`src/sv/u8u16_pkg.sv`:
```
// Types, constants and byte-class/state tables of the UTF-8 to UTF-16 transcoder.
package u8u16_pkg;

    localparam int OUT_DEPTH = 4;

    typedef struct packed {
        logic [7:0] in_byte;
        logic       in_last;
    } t_in_item;

    typedef struct packed {
        logic [15:0] code_unit;
        logic        has_unit;
        logic        out_last;
    } t_out_item;

    typedef struct packed {
        logic [3:0]  dfa;
        logic [20:0] partial_code;
        logic        at_string_start;
    } t_dec_state;

    typedef struct packed {
        logic [1:0] count;
        t_out_item  first;
        t_out_item  second;
    } t_dec_out;

    localparam logic [3:0] ST_ACCEPT  = 4'd0;
    localparam logic [3:0] ST_REJECT  = 4'd1;
    localparam logic [3:0] NUM_STATES = 4'd9;
    localparam int         NUM_CLASSES = 12;

    localparam logic [3:0] CLS_ASCII    = 4'd0;
    localparam logic [3:0] CLS_CONT_LO  = 4'd1;
    localparam logic [3:0] CLS_LEAD2    = 4'd2;
    localparam logic [3:0] CLS_LEAD3    = 4'd3;
    localparam logic [3:0] CLS_ED       = 4'd4;
    localparam logic [3:0] CLS_F4       = 4'd5;
    localparam logic [3:0] CLS_LEAD4    = 4'd6;
    localparam logic [3:0] CLS_CONT_HI  = 4'd7;
    localparam logic [3:0] CLS_INVALID  = 4'd8;
    localparam logic [3:0] CLS_CONT_MID = 4'd9;
    localparam logic [3:0] CLS_E0       = 4'd10;
    localparam logic [3:0] CLS_F0       = 4'd11;

    localparam logic [15:0] REPL_CHAR    = 16'hFFFD;
    localparam logic [15:0] HI_SURR_BASE = 16'hD7C0;
    localparam logic [15:0] LO_SURR_BASE = 16'hDC00;
    localparam logic [20:0] BOM_CODE     = 21'h00FEFF;
    localparam logic [20:0] BMP_LIMIT    = 21'h010000;
    localparam logic [20:0] CODE_MAX     = 21'h10FFFF;

    // Next state, indexed by state * NUM_CLASSES + class.
    localparam logic [3:0] NEXT_STATE [0:107] = '{
        4'd0, 4'd1, 4'd2, 4'd3, 4'd5, 4'd8, 4'd7, 4'd1, 4'd1, 4'd1, 4'd4, 4'd6,
        4'd1, 4'd1, 4'd1, 4'd1, 4'd1, 4'd1, 4'd1, 4'd1, 4'd1, 4'd1, 4'd1, 4'd1,
        4'd1, 4'd0, 4'd1, 4'd1, 4'd1, 4'd1, 4'd1, 4'd0, 4'd1, 4'd0, 4'd1, 4'd1,
        4'd1, 4'd2, 4'd1, 4'd1, 4'd1, 4'd1, 4'd1, 4'd2, 4'd1, 4'd2, 4'd1, 4'd1,
        4'd1, 4'd1, 4'd1, 4'd1, 4'd1, 4'd1, 4'd1, 4'd2, 4'd1, 4'd1, 4'd1, 4'd1,
        4'd1, 4'd2, 4'd1, 4'd1, 4'd1, 4'd1, 4'd1, 4'd1, 4'd1, 4'd2, 4'd1, 4'd1,
        4'd1, 4'd1, 4'd1, 4'd1, 4'd1, 4'd1, 4'd1, 4'd3, 4'd1, 4'd3, 4'd1, 4'd1,
        4'd1, 4'd3, 4'd1, 4'd1, 4'd1, 4'd1, 4'd1, 4'd3, 4'd1, 4'd3, 4'd1, 4'd1,
        4'd1, 4'd3, 4'd1, 4'd1, 4'd1, 4'd1, 4'd1, 4'd1, 4'd1, 4'd1, 4'd1, 4'd1
    };

    function automatic logic [3:0] byte_class(input logic [7:0] b);
        logic [3:0] cls;
        case (b) inside
            [8'h00:8'h7F]: cls = CLS_ASCII;
            [8'h80:8'h8F]: cls = CLS_CONT_LO;
            [8'h90:8'h9F]: cls = CLS_CONT_MID;
            [8'hA0:8'hBF]: cls = CLS_CONT_HI;
            [8'hC0:8'hC1]: cls = CLS_INVALID;
            [8'hC2:8'hDF]: cls = CLS_LEAD2;
            8'hE0:         cls = CLS_E0;
            8'hED:         cls = CLS_ED;
            [8'hE1:8'hEF]: cls = CLS_LEAD3;
            8'hF0:         cls = CLS_F0;
            [8'hF1:8'hF3]: cls = CLS_LEAD4;
            8'hF4:         cls = CLS_F4;
            default:       cls = CLS_INVALID;
        endcase
        return cls;
    endfunction

    function automatic logic [3:0] next_state(input logic [3:0] st, input logic [3:0] cls);
        logic [6:0] idx;
        idx = 7'(st) * 7'(NUM_CLASSES) + 7'(cls);
        return NEXT_STATE[idx];
    endfunction

endpackage

```
`src/sv/u8u16_decode.sv`:
```
// One decoder step: byte class, state transition, code point assembly and unit formation.
module u8u16_decode (
    input  logic [7:0]             i_byte,
    input  logic                   i_last,
    input  u8u16_pkg::t_dec_state  i_state,
    output u8u16_pkg::t_dec_state  o_state,
    output u8u16_pkg::t_dec_out    o_res
);

    logic [3:0]  w_st;
    logic [3:0]  w_cls;
    logic [3:0]  w_ns;
    logic [20:0] w_pc;
    logic        w_start;
    logic [1:0]  w_cnt;
    u8u16_pkg::t_out_item w_u0;
    u8u16_pkg::t_out_item w_u1;

    always_comb begin
        // Unused state codes behave as reject.
        w_st  = (i_state.dfa >= u8u16_pkg::NUM_STATES) ? u8u16_pkg::ST_REJECT : i_state.dfa;
        w_cls = u8u16_pkg::byte_class(i_byte);

        if (w_st != u8u16_pkg::ST_ACCEPT) begin
            w_pc = {i_state.partial_code[14:0], i_byte[5:0]};
        end else begin
            w_pc = {13'd0, (8'hFF >> w_cls) & i_byte};
        end

        w_ns    = u8u16_pkg::next_state(w_st, w_cls);
        w_start = i_state.at_string_start;
        w_cnt   = 2'd0;
        w_u0    = '0;
        w_u1    = '0;

        if (w_ns == u8u16_pkg::ST_ACCEPT) begin
            if (w_start && (w_pc == u8u16_pkg::BOM_CODE)) begin
                // drop leading byte-order mark
                w_cnt = 2'd0;
            end else if (w_pc < u8u16_pkg::BMP_LIMIT) begin
                w_u0  = '{code_unit: w_pc[15:0], has_unit: 1'b1, out_last: 1'b0};
                w_cnt = 2'd1;
            end else if (w_pc <= u8u16_pkg::CODE_MAX) begin
                w_u0 = '{code_unit: u8u16_pkg::HI_SURR_BASE + {5'd0, w_pc[20:10]},
                         has_unit: 1'b1, out_last: 1'b0};
                w_u1 = '{code_unit: u8u16_pkg::LO_SURR_BASE + {6'd0, w_pc[9:0]},
                         has_unit: 1'b1, out_last: 1'b0};
                w_cnt = 2'd2;
            end else begin
                w_u0  = '{code_unit: u8u16_pkg::REPL_CHAR, has_unit: 1'b1, out_last: 1'b0};
                w_cnt = 2'd1;
            end
            w_start = 1'b0;
        end else if (w_ns == u8u16_pkg::ST_REJECT) begin
            w_u0    = '{code_unit: u8u16_pkg::REPL_CHAR, has_unit: 1'b1, out_last: 1'b0};
            w_cnt   = 2'd1;
            w_start = 1'b0;
            w_ns    = u8u16_pkg::ST_ACCEPT;
        end

        o_state = '{dfa: w_ns, partial_code: w_pc, at_string_start: w_start};

        if (i_last) begin
            // An open sequence at the end emits nothing else, so it lands in the first slot.
            if (w_ns != u8u16_pkg::ST_ACCEPT) begin
                w_u0  = '{code_unit: u8u16_pkg::REPL_CHAR, has_unit: 1'b1, out_last: 1'b0};
                w_cnt = 2'd1;
            end
            if (w_cnt == 2'd0) begin
                w_u0  = '{code_unit: 16'd0, has_unit: 1'b0, out_last: 1'b0};
                w_cnt = 2'd1;
            end
            if (w_cnt == 2'd2) begin
                w_u1.out_last = 1'b1;
            end else begin
                w_u0.out_last = 1'b1;
            end
            o_state = '{dfa: u8u16_pkg::ST_ACCEPT, partial_code: 21'd0, at_string_start: 1'b1};
        end

        o_res = '{count: w_cnt, first: w_u0, second: w_u1};
    end

endmodule

```
`src/sv/utf8_to_utf16_transcoder_unit.sv`:
```
// Top level of the UTF-8 to UTF-16 transcoder: input register, decoder step, result queue.
//
//   channel | direction | handshake                 | payload
//   --------+-----------+---------------------------+-----------------------------
//   in      | input     | i_in_valid / o_in_ready   | i_in_item  (in_byte, in_last)
//   out     | output    | o_out_valid / i_out_ready | o_out_item (code_unit, has_unit,
//           |           |                           |             out_last)
//
// One byte per cycle while the queue has room: a byte waits in the input register, and
// the decoder step writes its 0 to 2 code units into the OUT_DEPTH-entry result queue
// as the byte moves on. A result passes the input register and the result queue before
// it shows on o_out_valid. The result queue drains one unit per cycle while i_out_ready
// is high, so sustained input rate follows the output rate once surrogate pairs and end
// markers are counted; a byte moves on only while the queue has room for two units.
// Synchronous active-low reset clears the valid flag, decoder state and queue pointers.
module utf8_to_utf16_transcoder_unit #(
    parameter int OUT_DEPTH = u8u16_pkg::OUT_DEPTH
) (
    input  logic                  i_clk,
    input  logic                  i_rst_n,
    input  logic                  i_in_valid,
    output logic                  o_in_ready,
    input  u8u16_pkg::t_in_item   i_in_item,
    output logic                  o_out_valid,
    input  logic                  i_out_ready,
    output u8u16_pkg::t_out_item  o_out_item
);

    localparam int PTR_W = (OUT_DEPTH > 1) ? $clog2(OUT_DEPTH) : 1;
    localparam int CNT_W = $clog2(OUT_DEPTH + 1);

    logic                  r_in_v;
    u8u16_pkg::t_in_item   r_in;
    u8u16_pkg::t_dec_state r_state;
    u8u16_pkg::t_dec_state n_state;
    u8u16_pkg::t_dec_out   w_res;

    u8u16_pkg::t_out_item  r_fifo [0:OUT_DEPTH-1];
    logic [PTR_W-1:0]      r_wr_ptr;
    logic [PTR_W-1:0]      r_rd_ptr;
    logic [CNT_W-1:0]      r_cnt;
    logic [PTR_W-1:0]      n_wr_ptr;
    logic [PTR_W-1:0]      n_rd_ptr;
    logic [CNT_W-1:0]      n_cnt;
    logic [PTR_W-1:0]      w_wr1;
    logic [PTR_W-1:0]      w_wr2;
    logic [1:0]            w_push;
    logic                  w_pop;
    logic                  w_drain;

    u8u16_decode u_decode (
        .i_byte  (r_in.in_byte),
        .i_last  (r_in.in_last),
        .i_state (r_state),
        .o_state (n_state),
        .o_res   (w_res)
    );

    // Move the held byte on only while two queue slots are free.
    assign w_drain     = r_in_v && (r_cnt <= CNT_W'(OUT_DEPTH - 2));
    assign o_in_ready  = !r_in_v || w_drain;
    assign o_out_valid = (r_cnt != '0);
    assign o_out_item  = r_fifo[r_rd_ptr];
    assign w_pop       = o_out_valid && i_out_ready;
    assign w_push      = w_drain ? w_res.count : 2'd0;

    always_comb begin
        w_wr1 = (r_wr_ptr == PTR_W'(OUT_DEPTH - 1)) ? '0 : r_wr_ptr + PTR_W'(1);
        w_wr2 = (w_wr1 == PTR_W'(OUT_DEPTH - 1)) ? '0 : w_wr1 + PTR_W'(1);
        case (w_push)
            2'd1:    n_wr_ptr = w_wr1;
            2'd2:    n_wr_ptr = w_wr2;
            default: n_wr_ptr = r_wr_ptr;
        endcase
        if (w_pop) begin
            n_rd_ptr = (r_rd_ptr == PTR_W'(OUT_DEPTH - 1)) ? '0 : r_rd_ptr + PTR_W'(1);
        end else begin
            n_rd_ptr = r_rd_ptr;
        end
        n_cnt = r_cnt + CNT_W'(w_push) - CNT_W'(w_pop);
    end

    always_ff @(posedge i_clk) begin
        if (!i_rst_n) begin
            r_in_v   <= 1'b0;
            r_state  <= '{dfa: u8u16_pkg::ST_ACCEPT, partial_code: 21'd0,
                          at_string_start: 1'b1};
            r_wr_ptr <= '0;
            r_rd_ptr <= '0;
            r_cnt    <= '0;
        end else begin
            if (o_in_ready) begin
                r_in_v <= i_in_valid;
            end
            if (w_drain) begin
                r_state <= n_state;
            end
            r_wr_ptr <= n_wr_ptr;
            r_rd_ptr <= n_rd_ptr;
            r_cnt    <= n_cnt;
        end
    end

    always_ff @(posedge i_clk) begin
        if (o_in_ready && i_in_valid) begin
            r_in <= i_in_item;
        end
        if (w_push != 2'd0) begin
            r_fifo[r_wr_ptr] <= w_res.first;
        end
        if (w_push == 2'd2) begin
            r_fifo[w_wr1] <= w_res.second;
        end
    end

endmodule

```
`config.mk`:
```
export PLATFORM = sky130hd
export DESIGN_NAME = utf8_to_utf16_transcoder_unit
export DESIGN_NICKNAME = d
export VERILOG_FILES = /design/src/sv/u8u16_pkg.sv /design/src/sv/u8u16_decode.sv /design/src/sv/utf8_to_utf16_transcoder_unit.sv
export SDC_FILE = /design/constraint.sdc
export NUM_CORES = 1
export LEC_CHECK = 0
export ABC_AREA = 1
export BUFFER_PORTS_ARGS = -buffer_cell sky130_fd_sc_hd__clkbuf_2
export CELL_PAD_IN_SITES_DETAIL_PLACEMENT = 1
export CELL_PAD_IN_SITES_GLOBAL_PLACEMENT = 1
export CORE_MARGIN = 2
export CORE_UTILIZATION = 40
export CTS_CLUSTER_SIZE = 20
export DETAILED_ROUTE_END_ITERATION = 8
export GPL_TIMING_DRIVEN = 1
export HOLD_SLACK_MARGIN = 0.12
export MAX_ROUTING_LAYER = met4
export PLACE_DENSITY = 0.78
export SETUP_SLACK_MARGIN = 0.02
export SLEW_MARGIN = 20
export SYNTH_ARGS = -nofsm -noshare
export SYNTH_HDL_FRONTEND = slang
export SYNTH_HIERARCHICAL = 1
export SYNTH_SLANG_ARGS = --single-unit
```
`constraint.sdc`:
```
create_clock -name i_clk -period 7.5 [get_ports i_clk]
set_clock_uncertainty 0.2 [all_clocks]
set_input_delay 0.75 -clock i_clk [delete_from_list [all_inputs] [get_ports i_clk]]
set_output_delay 0.75 -clock i_clk [all_outputs]
set_load 0.03 [all_outputs]
```
==> results of run 1 <==
==> layer usage <==
metal,global-route usage [%],vias to the layer above
li1,-,3065
met1,27.0,2998
met2,38.6,96
met3,2.70,28
met4,6.24,0
met5,-,-
==> power groups by stage <==
| stage | registers (mW) | clock network, mW | logic, mW |
|---|---|---|---|
| 2_1_floorplan | 0.969 | 0 | 1.33 |
| 3_3_place_gp | 0.987 | 0 | 1.67 |
| 3_5_place_dp | 0.994 | 0 | 1.74 |
| 4_1_cts | 0.980 | 0.547 | 1.75 |
| 5_1_grt | 0.992 | 0.567 | 1.97 |
| 6_report | 0.979 | 0.541 | 1.74 |
==> layout make-up <==
cell class	count	area share, %
inverter	119	5.92
timing repair buffer	40	2.90
multi-input combinational	662	43.1
tap	225	3.71
clock buffer	9	2.97
sequential	111	40.0
clock inverter	7	1.37
==> path summary, 6_finish.rpt <==
check                 endpoint       start  depth (start not counted)
setup / recovery  r_fifo[2][7]     r_in[8]                         28
hold / removal      r_state[1]  r_state[1]                          2
hold reg to reg     r_state[1]  r_state[1]                          2
setup reg to reg  r_fifo[2][7]     r_in[8]                         28
==> critical path, delay by kind of cell (launching register included) <==
kind | cells | cell delay (ns)
DFF | 1 | 0.39
AOI/OAI and AO/OA | 2 | 0.77
and+or+nand+nor | 15 | 2.34
adders and majority gates | 3 | 0.92
buffers and inverters | 6 | 0.71
xor gates and xnor gates | 2 | 0.47
==> registers in the layout, summed over array words and instances (netlist names), named ones only <==
name and flops:
r_cnt 3, r_in_v 1, r_state 20, r_fifo 72, r_rd_ptr 2, r_in 9
r_wr_ptr 2
==> results.md, run 1 <==
Outcome:
- The flow ran to the end, and the final reports show no timing, DRC or antenna violations.

Route:
- The detailed-routing wirelength on met1 is 8750 um.
- For this block, the routed nets add up to 19300 um of wire.
- Signal routing reaches up to met4.
- The first routing iteration left 342 violations.
- Detailed routing placed a total of 9660 um of wire on met2.
- The total via count after detailed routing is 6187.
- The wire length on met3 is 477 um.
- The count of antenna-violating nets left after detailed routing is 0.
- In the routed design, unresolved DRC markers number 0.
- The average routed wire per standard cell is 16.4 um.
- The first TritonRoute pass finished after 5 iterations.
- The via-per-instance ratio is 5.27.

Clocking:
- The clock tree synthesis step divided the H-tree into 3 levels.
- The clock drives 111 sinks.
- Clock-pin slew was measured on the worst setup and hold paths at 0.08 ns.
- In this run the clock root is driven by a clkbuf_16.
- The total of hold buffers inserted after clock tree synthesis is 0.
- In this run the deepest clock path goes through 2 buffers.
- Counting the buffers created by CTS gives 9.
- At the later pin of the worst-skew pair, clock insertion delay measures 0.36 ns.
- The post-CTS setup buffer count is 0.
- After clock tree synthesis, the repair step resized 0 gates.
- TritonCTS built the clock tree.

GRT:
- Entering global routing, the biggest net connects 42 pins.
- The initial antenna violation count came to 0.
- The total global routing track utilization is 22.1%.
- The total overflow left after global routing is 0.
- The number of global-route vias before repair was 6228.
- The first-pass GRT wire length is 31600 um.

Flow run:
- The tool flagged a number of max-cap violations equal to 0.

Placed design:
- The half-perimeter wire length of the detailed placement result is 13900 um.
- Routability-driven placement finished with a final weighted congestion of 0.856.
- The pre-CTS setup slack is 1.36 ns.
- The number of port buffers is 32.
- The placed instance area is 0.00725 mm2.
- The cell count after placement is 1157.

Timing:
- The measured slew at the worst slew-check pin is 1.04 ns.
- The setup slack after layout is 1.37 ns.
- The worst path uses 81.8% of the clock period.
- The final hold slack is 0.289 ns.
- Setup repair after global routing left no endpoint under its margin.
- The relative slew slack is 30.4%.
- The hold violation count in the final report is 0.
- The final max-slew violation count is 0.
- The total negative setup slack is 0 ns.
- The worst path in the final design needs a cycle of 6.13 ns, including I/O delays and setup.
- Setup violations remaining at the end of the flow were counted as 0.
- The maximum operating frequency is 163 MHz.

Floorplan:
- The number of placed I/O pins is 33.
- The effective utilization at floorplan is 40.9%.
- The full die area is 0.0187 mm2.
- The die outline height is 137 um.
- Row generation in the floorplan step produced 48 rows.
- From left edge to right edge, the die measures 137 um.
- The area of the placeable core is 0.0173 mm2.

Power:
- Summed over all cells, the static leakage comes to 3.36 nW.
- The internal power component is 1.73 mW.
- The clock network burns 16.6% of the power.
- Sequential cells account for 30.1% of the total power.
- Power spread over the standard cell area amounts to 429 mW/mm2.
- For this design the total switching power over the nets is 1.53 mW.
- Net switching is 46.9% of the power.
- The logic gate share of total power is 53.3%.
- The total power draw is 3.26 mW.
- The worst IR drop on VDD is 0.000187 V.

Layout:
- Cells fill 43.8% of the core in the end.
- The number of nets in the layout is 980.
- The sequential cell area is 0.00303 mm2.
- The multi-input gate area in the final layout is 0.00327 mm2.
- The total inserted antenna cells is 0.
- Leaving out filler cells and counting taps, the final layout contains 1173.
- The layout overhead on the synthesized area is 7.31%.
- Of the cells placed in the final design, the portion with a size suffix greater than 1 is 9.92%.
- In the layout the commonest cells are 210 x nand2_1, 125 x nor2_1, 116 x inv_1, 110 x o21ai_0, 81 x edfxtp_1.
- The most common library cell in the layout ignoring fill and taps is nand2_1.
- After routing the design area is 0.00758 mm2.
- The filler cell count in the final layout is 2223.

Logic synthesis:
- The average cell area after synthesis is 7.47 um2.
- Summing every instance area after synthesis gives 0.00707 mm2.
- Yosys printed 6 warnings.
- The net count after synthesis is 983.
- The number of instances in the synthesized netlist is 946.

Worst setup path:
- Among all stages on the critical path, the largest delay is contributed by o21ai_1.
- The maximum net fanout on the critical path is 37.
- The largest stage delay on the critical path is 0.69 ns.
- The critical path is of the flip-flop to flip-flop type.
- STA puts the critical path data required time at 7.36 ns.
- The worst setup path is launched from a flip-flop.
- The signal arrival time at the worst endpoint is 5.99 ns.
- The setup slack of the worst register-to-register path is 1.37 ns.
- In this design, the critical path's most frequently occurring cell is nand2_1.
- The nature of the critical path endpoint is a flip-flop.

Min path:
- The worst min-delay path class is flip-flop to flip-flop.
Note: power is estimated with default switching activity, not from simulation.
==> run 2: changes to the inputs <==
--- a/config.mk
+++ b/config.mk
@@ -5,7 +5,7 @@
 export SDC_FILE = /design/constraint.sdc
 export NUM_CORES = 1
 export LEC_CHECK = 0
-export ABC_AREA = 1
+export ABC_AREA = 0
 export BUFFER_PORTS_ARGS = -buffer_cell sky130_fd_sc_hd__clkbuf_2
 export CELL_PAD_IN_SITES_DETAIL_PLACEMENT = 1
 export CELL_PAD_IN_SITES_GLOBAL_PLACEMENT = 1
@@ -16,7 +16,7 @@
 export GPL_TIMING_DRIVEN = 1
 export HOLD_SLACK_MARGIN = 0.12
 export MAX_ROUTING_LAYER = met4
-export PLACE_DENSITY = 0.78
+export PLACE_DENSITY = 0.76
 export SETUP_SLACK_MARGIN = 0.02
 export SLEW_MARGIN = 20
 export SYNTH_ARGS = -nofsm -noshare
==> constraint.sdc (replaced) <==
create_clock -name i_clk -period 5.1 [get_ports i_clk]
set_clock_uncertainty 0.2 [all_clocks]
set_input_delay 0.51 -clock i_clk [delete_from_list [all_inputs] [get_ports i_clk]]
set_output_delay 0.51 -clock i_clk [all_outputs]
set_load 0.03 [all_outputs]
==> run 2 against run 1 <==
The flow now finishes with violations (setup timing). Power grew 0.29%. Via count fell by 13%. Non-clock buffer count rose by 68.
==> results.md, run 2 <==
Layout:
- The filler cell count in the final layout is 1810.
- From synthesis to final layout, the design area changed by 24.7%.
- Measured on the finished design, the core utilization comes to 51.0%.
- The largest registers in the layout are r_fifo: 72 flops, r_state: 20 flops, r_in: 9 flops.
- Ranked by flip-flop count, first place goes to r_fifo.
- The register with the most flip-flops in the layout has 72 of them.
- The most common library cell in the layout ignoring fill and taps is edfxtp_1.
- After the flow finishes, the layout carries non-filler instances totaling 940.
- In the final layout, the multi-input gates occupy 0.00409 mm2.
- The post-route netlist has 39.6% of its cells at a drive strength greater than 1.
- The final non-filler cell area is 0.00883 mm2.
- The sequential cell area is 0.00303 mm2.
- The repair_antennas step left the layout with diodes totalling 0.
- The library cells used most frequently in the layout, excluding fill and tap cells, are 81 x edfxtp_1, 74 x nand2_1, 59 x mux2_2, 50 x buf_4, 36 x nor2_1.
- The number of nets in the layout is 748.

Worst setup path:
- The maximum net fanout on the critical path is 7.
- The capturing point of the worst reg2reg path is r_fifo[0][11].
- The nature of the critical path endpoint is a flip-flop.
- The critical path in this run is classified as flip-flop to flip-flop.
- The required time reported for the critical path endpoint is 4.98 ns.
- The signal arrival time at the worst endpoint is 5.11 ns.
- In this run the critical register-to-register path is launched from r_in[2].
- The launching element type of the critical path is a flip-flop.
- The setup slack of the worst register-to-register path is -0.13 ns.
- The logic depth of the worst register-to-register path is 23.

Clocking:
- The clock slew at the register clock pins of the worst setup and hold paths is 0.07 ns.
- Buffers inserted during clock tree synthesis total 9.
- The CTS tree is built.
- No sink is reached through more buffers than the 2 on the longest clock path.
- The clock reaches the later pin of the worst-skew pair after 0.36 ns.
- The tree is rooted in a clkbuf_16.
- In this run the number of H-tree levels came out at 3.
- The tree built by TritonCTS fans out to 111 sinks.

Floorplan:
- After floorplanning, the core was divided into 48 placement rows.
- The die is 137 um tall.
- Measured along the x axis, the die boundary spans 137 um.
- The number of placed I/O pins is 33.
- The full die area is 0.0188 mm2.
- For this configuration, the core starts out at a cell density of 40.9%.
- The region available for standard cell placement spans 0.0173 mm2.

Logic synthesis:
- The area of the mapped netlist is 0.00708 mm2.
- A synthesized cell averages 11.3 um2.
- The number of nets handed over by synthesis was 666.
- The number of warnings reported in the yosys synthesis log is 6.
- The number of instances in the synthesized netlist is 629.

Timing:
- The final max-slew violation count is 0.
- Setup violations remaining at the end of the flow were counted as 113.
- Setup repair after global routing could not meet its margin everywhere.
- Measured against its own limit, the worst slew margin works out to 24.7%.
- The hold violation count in the final report is 0.
- The minimum clock period is 5.23 ns.
- The measured slew at the worst slew-check pin is 1.12 ns.
- The maximum operating frequency is 191 MHz.
- Final hold analysis gives a worst-case slack of 0.125 ns.
- Across all setup checks in the final design, the least slack found is -0.127 ns.
- Of the available clock period, the critical path in the final layout requires 102%.
- The total negative setup slack is -6.27 ns.

Placed design:
- OpenSTA, run right after detailed placement, puts the worst setup slack at -0.136 ns.
- Routability-driven placement finished with a final weighted congestion of 0.882.
- The cell count after placement is 874.
- The placed instance area is 0.00756 mm2.
- The wire-length estimate of the detail-placed layout is 13000 um.
- The count of buffers added on input and output ports is 32.

GRT:
- The largest net degree at the start of global routing is 51.
- The total global routing track utilization is 21.2%.
- The first global-routing pass estimated 29600 um of wire.
- The initial antenna violation count was 0.
- After global routing the overflow that remains totals 0.
- The number of global-route vias before repair came to 5461.

Route:
- The detailed-router iteration count before antenna repair is 5.
- Once detail routing completed, the nets flagged for antenna violations numbered 0.
- For this block, the routed nets add up to 22100 um of wire.
- The average routed wire per standard cell is 23.5 um.
- The number of design-rule violations left by the first detailed-router iteration is 422.
- Across all layers, the routed design uses 5379 vias.
- The total DRC errors in the routed layout is 0.
- The via-per-instance ratio is 5.72.

Min path:
- The worst min-delay path class is input port to flip-flop.
- The worst hold path stage count is 1.
- The worst hold path startpoint is i_in_item[7].
- The endpoint of the worst hold-timing path is r_in[7].

Outcome:
- The flow ran to the end, but the final reports show violations.
- The final reports fail on setup timing.

Flow run:
- The total of max-cap violations is 0.

Power:
- The design draws 3.26 mW.
- The total power per unit cell area is 370 mW/mm2.
- In this run the static leakage power is 3.28 nW.
- The worst IR drop on VDD is 0.000195 V.
[run 2: cell type report]
cell class / count / area share (%)
Clock buffer: 9 / 2.55
Clock inverter: 6 / 1.05
Inverter: 30 / 1.28
Multi-Input combinational cell: 451 / 46.4
Sequential cell: 111 / 34.4
Tap cell: 225 / 3.19
Timing Repair Buffer: 108 / 11.2
[run 2: worst max-delay path by stage]
stage                        from  cells after the start       endpoint  slack (ns)
after detailed placement  r_in[2]                     19       r_cnt[2]       -0.14
final                     r_in[2]                     23  r_fifo[0][11]       -0.13
after global placement    r_in[2]                     19       r_cnt[2]        0.06
after global routing      r_in[2]                     23  r_fifo[0][11]       -0.28
after floorplan           r_in[7]                     23       r_cnt[2]        0.03
after CTS                 r_in[3]                     22       r_cnt[2]        0.05
[run 2: layer usage]
metal  global-route usage, %  up-vias  routed length (um)
met5                       -        -                   0
met4                    6.64        0                 807
met3                    2.67       52                 742
met2                    37.1      138               11400
met1                    25.5     2715                9070
li1                        -     2474                   -
[run 2: worst max-delay path, stage by stage, from the launching register on]
cell and delay, ns:
edfxtp_1 0.41, buf_6 0.15, nand4b_1 0.28, nor2_2 0.22, o31a_1 0.19, ha_2 0.21
inv_2 0.05, fa_2 0.43, buf_4 0.16, xor2_2 0.19, buf_6 0.15, o41ai_4 0.31
nand2_1 0.14, a211oi_4 0.32, buf_4 0.17, a21boi_2 0.04, o21a_1 0.17, nand2_2 0.10
buf_4 0.13, ha_4 0.16, clkbuf_16 0.19, nand2_8 0.10, o21ai_4 0.21, clkbuf_16 0.24
[run 2: where the power goes]
part | switching, mW | internal [mW] | leakage, nW
Combinational | 0.729 | 0.576 | 2.14
Sequential | 0.0583 | 1.11 | 0.981
Clock | 0.353 | 0.434 | 0.156
[run 2: what timing repair did]
item | CTS | global route
gates cloned | 0 | 17
hold buffers | 2 | 0
resized for setup | 13 | 53
pin swaps | 8 | 14
endpoints found under the setup margin | 142 | 146
hold endpoints to repair | 2 | 0
setup buffers | 14 | 18
